File: src/rtl/i2cmr_pkg.sv
// ----------------------------------------------------------------------------
// i2cmr_pkg: shared types and constants for the I2C master read sequencer
// Transaction payloads, sequencer phase codes and the state record that
// passes between the sequencer logic and the top level.
// ----------------------------------------------------------------------------
package i2cmr_pkg;

	// Default width of the remaining-byte counter
	localparam int COUNT_WIDTH_DEF = 8;

	localparam int BITS_PER_BYTE = 8;
	localparam int BIT_IDX_W     = $clog2(BITS_PER_BYTE);

	// Index of the last bit of a byte
	localparam logic [BIT_IDX_W-1:0] LAST_BIT = BIT_IDX_W'(BITS_PER_BYTE - 1);

	// R/W bit appended to the address: read
	localparam logic RW_READ = 1'b1;

	// Line levels
	localparam logic LINE_HIGH = 1'b1;
	localparam logic LINE_LOW  = 1'b0;

	// Sequencer phases, one pin action per tick
	typedef enum logic [11:0] {
		PH_IDLE      = 12'b0000_0000_0001,
		PH_ADDR_LOW  = 12'b0000_0000_0010,
		PH_ADDR_HIGH = 12'b0000_0000_0100,
		PH_AACK_LOW  = 12'b0000_0000_1000,
		PH_AACK_HIGH = 12'b0000_0001_0000,
		PH_RD_LOW    = 12'b0000_0010_0000,
		PH_RD_HIGH   = 12'b0000_0100_0000,
		PH_RACK_LOW  = 12'b0000_1000_0000,
		PH_RACK_HIGH = 12'b0001_0000_0000,
		PH_STOP_LOW  = 12'b0010_0000_0000,
		PH_STOP_HIGH = 12'b0100_0000_0000,
		PH_STOP_SDA  = 12'b1000_0000_0000
	} phase_t;

	// One input tick
	typedef struct packed {
		logic       start_request;
		logic [6:0] target_address;
		logic [7:0] byte_count;
		logic       sda_sampled;
	} req_t;

	// One result per tick
	typedef struct packed {
		logic       scl_level;
		logic       sda_level;
		logic       sda_enable;
		logic [7:0] received_byte;
		logic       byte_valid;
		logic       final_byte;
		logic       ack_error;
		logic       busy_res;
	} res_t;

	// Sequencer state except the byte counter, whose width is a parameter
	typedef struct packed {
		phase_t                 phase;
		logic [BIT_IDX_W-1:0]   bit_index;
		logic [7:0]             rx_shift;
		logic [7:0]             addr_shift;
		logic                   sda_reg;
	} state_t;

endpackage

File: src/rtl/i2cmr_chan.sv
// ----------------------------------------------------------------------------
// i2cmr_chan: valid/ready channel
// Carries one payload per transaction; a transaction completes on a rising
// clock edge with valid and ready both high.
// ----------------------------------------------------------------------------
interface i2cmr_chan #(
	parameter type payload_t = logic
);
	logic     valid;
	logic     ready;
	payload_t payload;

	modport source(output valid, output payload, input ready);
	modport sink(input valid, input payload, output ready);
endinterface

File: src/rtl/i2cmr_seq.sv
// ----------------------------------------------------------------------------
// i2cmr_seq: next-state and result logic of the read sequencer
// Pure combinational step: current state and one input tick give the next
// state and the pin levels and status for that tick.
// ----------------------------------------------------------------------------
module i2cmr_seq #(
	parameter int COUNT_WIDTH = i2cmr_pkg::COUNT_WIDTH_DEF
) (
	input  i2cmr_pkg::state_t       cur,
	input  logic [COUNT_WIDTH-1:0]  bytes_left,
	input  i2cmr_pkg::req_t         tick,
	output i2cmr_pkg::state_t       nxt,
	output logic [COUNT_WIDTH-1:0]  nxt_bytes_left,
	output i2cmr_pkg::res_t         result
);
	import i2cmr_pkg::*;

	logic       scl;
	logic       sda_en;
	logic [7:0] rx_byte;
	logic       rx_valid;
	logic       rx_last;
	logic       err;
	logic       busy;
	logic [7:0] rx_next;
	logic       no_bytes;

	assign rx_next  = {cur.rx_shift[6:0], tick.sda_sampled};
	assign no_bytes = (bytes_left == '0);

	// Phase sequencer
	always_comb begin
		nxt            = cur;
		nxt_bytes_left = bytes_left;
		scl            = LINE_HIGH;
		sda_en         = 1'b0;
		rx_byte        = '0;
		rx_valid       = 1'b0;
		rx_last        = 1'b0;
		err            = 1'b0;
		busy           = 1'b1;
		unique case (cur.phase)
			PH_ADDR_LOW: begin
				scl         = LINE_LOW;
				nxt.sda_reg = cur.addr_shift[7];
				sda_en      = 1'b1;
				nxt.phase   = PH_ADDR_HIGH;
			end
			PH_ADDR_HIGH: begin
				sda_en         = 1'b1;
				nxt.addr_shift = {cur.addr_shift[6:0], 1'b0};
				nxt.phase      = (cur.bit_index == LAST_BIT) ? PH_AACK_LOW : PH_ADDR_LOW;
				nxt.bit_index  = cur.bit_index + 1'b1;
			end
			PH_AACK_LOW: begin
				scl         = LINE_LOW;
				nxt.sda_reg = LINE_HIGH;
				nxt.phase   = PH_AACK_HIGH;
			end
			PH_AACK_HIGH: begin
				nxt.sda_reg = LINE_HIGH;
				if (tick.sda_sampled) begin
					// no address acknowledge: abort, lines released
					err       = 1'b1;
					busy      = 1'b0;
					nxt.phase = PH_IDLE;
				end else begin
					nxt.bit_index = '0;
					nxt.phase     = no_bytes ? PH_STOP_LOW : PH_RD_LOW;
				end
			end
			PH_RD_LOW: begin
				scl         = LINE_LOW;
				nxt.sda_reg = LINE_HIGH;
				nxt.phase   = PH_RD_HIGH;
			end
			PH_RD_HIGH: begin
				nxt.sda_reg  = LINE_HIGH;
				nxt.rx_shift = rx_next;
				if (cur.bit_index == LAST_BIT) begin
					rx_valid       = 1'b1;
					rx_byte        = rx_next;
					rx_last        = (bytes_left == COUNT_WIDTH'(1));
					nxt_bytes_left = bytes_left - COUNT_WIDTH'(1);
					nxt.phase      = PH_RACK_LOW;
				end else begin
					nxt.phase = PH_RD_LOW;
				end
				nxt.bit_index = cur.bit_index + 1'b1;
			end
			PH_RACK_LOW: begin
				// ack (low) unless this was the last byte
				scl         = LINE_LOW;
				nxt.sda_reg = no_bytes;
				sda_en      = 1'b1;
				nxt.phase   = PH_RACK_HIGH;
			end
			PH_RACK_HIGH: begin
				sda_en        = 1'b1;
				nxt.bit_index = '0;
				nxt.phase     = no_bytes ? PH_STOP_LOW : PH_RD_LOW;
			end
			PH_STOP_LOW: begin
				scl         = LINE_LOW;
				nxt.sda_reg = LINE_LOW;
				sda_en      = 1'b1;
				nxt.phase   = PH_STOP_HIGH;
			end
			PH_STOP_HIGH: begin
				nxt.sda_reg = LINE_LOW;
				sda_en      = 1'b1;
				nxt.phase   = PH_STOP_SDA;
			end
			PH_STOP_SDA: begin
				nxt.sda_reg = LINE_HIGH;
				sda_en      = 1'b1;
				nxt.phase   = PH_IDLE;
			end
			default: begin
				// idle, and any code outside the phase set
				if (tick.start_request) begin
					nxt.addr_shift = {tick.target_address, RW_READ};
					nxt_bytes_left = COUNT_WIDTH'(tick.byte_count);
					nxt.bit_index  = '0;
					nxt.rx_shift   = '0;
					nxt.sda_reg    = LINE_LOW;
					sda_en         = 1'b1;
					nxt.phase      = PH_ADDR_LOW;
				end else begin
					nxt.sda_reg = LINE_HIGH;
					busy        = 1'b0;
					nxt.phase   = PH_IDLE;
				end
			end
		endcase
	end

	// Result for this tick; released SDA reads high
	always_comb begin
		result.scl_level     = scl;
		result.sda_level     = sda_en ? nxt.sda_reg : LINE_HIGH;
		result.sda_enable    = sda_en;
		result.received_byte = rx_byte;
		result.byte_valid    = rx_valid;
		result.final_byte    = rx_last;
		result.ack_error     = err;
		result.busy_res      = busy;
	end

endmodule

File: src/rtl/i2c_master_read_bitbang.sv
// ----------------------------------------------------------------------------
// i2c_master_read_bitbang: I2C master read transaction, one half-bit per tick
// Each input transaction is one timing tick; the block answers every tick
// with the SCL/SDA levels and status for it.
// ----------------------------------------------------------------------------
// Every input transaction is one half-bit tick and yields exactly one result
// transaction. The sequencer step is a single pass of combinational logic
// from the state registers into a result register, so a tick is accepted
// every clock cycle as long as the result register is
// empty or being drained in the same cycle; a stalled result stalls input.
// A start request seen while idle captures address and byte count, then the
// block drives start, address+R, samples the address ack, reads the bytes
// with ack/nack and finishes with a stop. A missing address ack flags
// ack_error and returns to idle on that tick with the lines released.
// ----------------------------------------------------------------------------
module i2c_master_read_bitbang #(
	parameter int COUNT_WIDTH = i2cmr_pkg::COUNT_WIDTH_DEF
) (
	input  logic      clk,
	input  logic      arst_n,
	i2cmr_chan.sink   req,
	i2cmr_chan.source res
);
	import i2cmr_pkg::*;

	state_t                  state_q;
	logic [COUNT_WIDTH-1:0]  bytes_left_q;
	state_t                  state_nxt;
	logic [COUNT_WIDTH-1:0]  bytes_left_nxt;
	res_t                    res_nxt;
	res_t                    res_q;
	logic                    res_valid_q;
	logic                    req_acc;

	// Input taken whenever the result slot is free or drains now
	assign req.ready = !res_valid_q || res.ready;
	assign req_acc   = req.valid && req.ready;

	i2cmr_seq #(
		.COUNT_WIDTH(COUNT_WIDTH)
	) u_seq (
		.cur            (state_q),
		.bytes_left     (bytes_left_q),
		.tick           (req.payload),
		.nxt            (state_nxt),
		.nxt_bytes_left (bytes_left_nxt),
		.result         (res_nxt)
	);

	// Sequencer state
	always_ff @(posedge clk or negedge arst_n) begin
		if (!arst_n) begin
			state_q.phase      <= PH_IDLE;
			state_q.bit_index  <= '0;
			state_q.rx_shift   <= '0;
			state_q.addr_shift <= '0;
			state_q.sda_reg    <= LINE_HIGH;
			bytes_left_q       <= '0;
		end else if (req_acc) begin
			state_q      <= state_nxt;
			bytes_left_q <= bytes_left_nxt;
		end
	end

	// Result register valid flag
	always_ff @(posedge clk or negedge arst_n) begin
		if (!arst_n) begin
			res_valid_q <= 1'b0;
		end else if (req_acc) begin
			res_valid_q <= 1'b1;
		end else if (res.ready) begin
			res_valid_q <= 1'b0;
		end
	end

	// Result payload
	always_ff @(posedge clk) begin
		if (req_acc) begin
			res_q <= res_nxt;
		end
	end

	assign res.valid   = res_valid_q;
	assign res.payload = res_q;

	// Idle with no start stays idle
	a_idle_hold: assert property (@(posedge clk) disable iff (!arst_n)
		req_acc && (state_q.phase == PH_IDLE) && !req.payload.start_request
		|=> (state_q.phase == PH_IDLE) && res.valid && !res.payload.busy_res)
		else $error("idle tick without start left idle");

	// Missing address ack aborts to idle with an error result
	a_nack_abort: assert property (@(posedge clk) disable iff (!arst_n)
		req_acc && (state_q.phase == PH_AACK_HIGH) && req.payload.sda_sampled
		|=> (state_q.phase == PH_IDLE) && res.payload.ack_error
			&& !res.payload.busy_res)
		else $error("address nack did not abort");

	// Eighth read bit produces a byte
	a_byte_done: assert property (@(posedge clk) disable iff (!arst_n)
		req_acc && (state_q.phase == PH_RD_HIGH) && (state_q.bit_index == LAST_BIT)
		|=> res.valid && res.payload.byte_valid
			&& (state_q.phase == PH_RACK_LOW))
		else $error("completed byte not reported");

	// A pending byte result means the sequencer waits to send ack/nack
	a_byte_phase: assert property (@(posedge clk) disable iff (!arst_n)
		res.valid && res.payload.byte_valid |-> (state_q.phase == PH_RACK_LOW))
		else $error("byte result out of step with sequencer");

endmodule

File: src/flat_wrapper.sv
// flat-port wrapper written by rule: the top's interface ports become plain ports
module i2c_master_read_bitbang_flat import i2cmr_pkg::*;
#(
	parameter int COUNT_WIDTH = i2cmr_pkg::COUNT_WIDTH_DEF
)
  (clk, arst_n, req_valid, req_payload, req_ready, res_valid, res_payload, res_ready);
  i2cmr_chan #(.payload_t(req_t)) req_i ();
  i2cmr_chan #(.payload_t(res_t)) res_i ();
  input  logic clk;
  input  logic arst_n;
  input wire logic [$bits(req_i.valid)-1:0] req_valid;
  input wire logic [$bits(req_i.payload)-1:0] req_payload;
  output wire logic [$bits(req_i.ready)-1:0] req_ready;
  output wire logic [$bits(res_i.valid)-1:0] res_valid;
  output wire logic [$bits(res_i.payload)-1:0] res_payload;
  input wire logic [$bits(res_i.ready)-1:0] res_ready;
  assign req_i.valid = req_valid;
  assign req_i.payload = req_payload;
  assign req_ready = req_i.ready;
  assign res_valid = res_i.valid;
  assign res_payload = res_i.payload;
  assign res_i.ready = res_ready;
  i2c_master_read_bitbang #(.COUNT_WIDTH(COUNT_WIDTH)) u_core (.clk(clk), .arst_n(arst_n), .req(req_i), .res(res_i));
endmodule
File: config.mk
export PLATFORM = sky130hd
export DESIGN_NAME = i2c_master_read_bitbang_flat
export DESIGN_NICKNAME = d
export VERILOG_FILES = /design/src/rtl/i2cmr_pkg.sv /design/src/rtl/i2cmr_chan.sv /design/src/rtl/i2cmr_seq.sv /design/src/rtl/i2c_master_read_bitbang.sv /design/src/flat_wrapper.sv
export SDC_FILE = /design/constraint.sdc
export NUM_CORES = 1
export LEC_CHECK = 0
export BUFFER_PORTS_ARGS = -buffer_cell sky130_fd_sc_hd__buf_2
export CELL_PAD_IN_SITES_DETAIL_PLACEMENT = 1
export CELL_PAD_IN_SITES_GLOBAL_PLACEMENT = 2
export CORE_ASPECT_RATIO = 1.75
export CORE_MARGIN = 2
export CORE_UTILIZATION = 40
export CTS_CLUSTER_DIAMETER = 150
export DETAILED_ROUTE_END_ITERATION = 10
export HOLD_SLACK_MARGIN = 0.1
export MAX_ROUTING_LAYER = met4
export PLACE_DENSITY = 0.86
export SETUP_SLACK_MARGIN = 0.4
export SYNTH_ARGS = -nofsm -noshare
export SYNTH_HDL_FRONTEND = slang
export SYNTH_SLANG_ARGS = --single-unit
File: constraint.sdc
create_clock -name clk -period 5.6 [get_ports clk]
set_input_delay 0.84 -clock clk [delete_from_list [all_inputs] [get_ports clk]]
set_output_delay 0.84 -clock clk [all_outputs]
set_load 0.01 [all_outputs]
==> out/results.ini <==
[outcome]
status=finished clean

[critical_path]
cp.arrival_ps=3440
cp-start-kind=flop
worstSetupEndpointType=flop
critPathKind=flop to flop
path_max_fanout=26
critical_path_required_ps=5780

[synth]
synth_most_common_cell=nand2_1
synth-edff-count=15
synthCells=314
ys_top_cells_by_count=47 x nand2_1, 38 x dfrtp_1, 20 x o21ai_0
synth.yosys.seq_area_share_pct=47.2
yosysUniqueCellTypes=56
synth_seq_cells=55
synth_top_area_share_pct=30.9
synth_nets=339
async_reset_ff_share_pct=72.7
synth_area_um2=3080
synthFlopType=dfrtp_1
synth_warnings=0
syn_avg_cell_area_um2=9.81
synth_area_leaders=dfrtp_1 31%, edfxtp_1 15%, nand2_1 5.7%
synth_top_area_cell=dfrtp_1

[finish]
area_growth_pct=12.1
fin_nets=364
fin_cells=427
diodes=0
layout-drive-gt1-share_pct=20.6

[drt]
num_vias=2564
ant_nets=0
vias_per_cell=6.00
drt_first_iter_violations=124
drt_pre_antenna_iters=4
drt-total-wl_mm=7.93
drc=0
routedWlPerCell_um=18.6

[power_and_ir_drop]
leakagePower_nw=1.42
p_per_area_nw_per_um2=335
ir_drop_uv=210

[timing]
setup_viol=0
setup_tns_ps=0
hold_violations=0
relSlewSlack_pct=24.6
slew_viol_final=0
period_share_pct=58.3
timing.final.crit_period_ps=3260
tightest_slew_ps=1130
rsz0062_at_grt=false
skew_ps=6.48
fmax_mhz=306
setup_slack_ps=2340

[placed_design]
post-dp-hpwl_mm=5.76
finalWeightedCongestion=0.848
port_buffers=37
place_ws_ps=2420
dp_cells=420

[cts]
clock_path_buffers=2
clock_sinks=55
ctsResizeCount=0
cts-root-buf=clkbuf_16
cts_setup_buffers=0
clk_latency_ps=290
htree_levels=2
cts_buffers=5
clkTransAtPathRegs_ps=70
hold_buffers=0
cts_tree=done

[run]
drv_cap=0

[global_route]
grt_max_degree=41
antenna_found_initial=0
grt_usage_pct=20.6
grt_pass1_vias=2644
grt-ovfl-total=0
grt_pass1_wl_mm=13.4

[die]
core-area_um2=7510
pin_count=38
initial_utilization_pct=41.0
die_y_um=120
dieArea_um2=8450
rows=42
chipWidth_um=70.4

[min_path]
hp-class=flop to flop

cell usage in the layout (no fill, tap or decap), drive strengths merged, types with 8 or more instances in the layout:
master | netlist | final
o21ai | 21 | 21
nor4 | 9 | 9
inv | 10 | 10
nand3 | 13 | 13
nor4b | 10 | 10
buf | 9 | 42
and3 | 9 | 9
dfrtp | 38 | 38
nor3 | 8 | 8
nand2 | 47 | 47
o31ai | 8 | 8
nor2 | 16 | 16
mux2 | 8 | 8
edfxtp | 15 | 15
cells by family after synthesis:
kind of cell,Yosys count,synth area share [%]
AO/OA/AOI/OAI,74,17.2
AND/OR/NAND/NOR,132,23.8
adder cells (fa/ha/maj),4,1.62
flip-flops,55,47.2
multiplexers,13,4.55
XOR/XNOR,2,0.569
buffers and inverters,34,5.12
per-layer routing:
layer / GRT usage, % / wire length, um / vias up
li1: - / - / 1220
met1: 23.9 / 3280 / 1295
met2: 35.9 / 4290 / 38
met3: 2.60 / 160 / 11
met4: 7.69 / 201 / 0
met5: - / 0 / -
final timing paths:
| kind | start | to | slack [ps] | cells after the start |
|---|---|---|---|---|
| min | u_core.state_q[0] | u_core.state_q[0] | 480 | 2 |
| max in group asynchronous | arst_n | u_core.state_q[3] | 4330 | 1 |
| min reg2reg | u_core.state_q[0] | u_core.state_q[0] | 480 | 2 |
| min in group asynchronous | arst_n | u_core.state_q[18] | 690 | 1 |
| max | u_core.state_q[25] | u_core.bytes_left_q[2] | 2340 | 5 |
| max reg2reg | u_core.state_q[25] | u_core.bytes_left_q[2] | 2340 | 5 |
layout make-up:
type	count	area, um2
tap	88	110
multi-input combinational	225	1470
clock buffer	6	129
clock inverter	1	30.0
timing repair buffer	42	223
fill	877	4060
sequential	55	1450
inverter	10	37.5
power by group:
part           internal, mW  switching (mW)
Clock                 0.209           0.137
Sequential            0.495          0.0616
Combinational         0.111           0.144
Total                 0.815           0.342
sequential cells by signal, summed over array words and instances, names as in the netlist:
signal	flops
u_core.state_q	31
u_core.res.valid	1
u_core.res.payload	15
u_core.bytes_left_q	8
critical path: stages, from the launching register on:
cell	delay [ps]
dfrtp_1	490
nor4b_1	590
and3_1	820
o21ai_2	350
or3_1	610
o22a_1	270
per-stage QoR:
stage | total power [mW] | hold WS [ps] | cell area (um2) | util (%)
after floorplan | 0.731 | 445 | 3080 | -
after global placement | 0.809 | 454 | 3290 | 43.8
after detailed placement | 0.820 | 463 | 3290 | 43.8
after CTS | 1.17 | 474 | 3450 | 46.0
after global routing | 1.21 | 514 | 3450 | 46.0
final | 1.16 | 476 | 3450 | 46.0
Note: power is estimated with default switching activity, not from simulation.
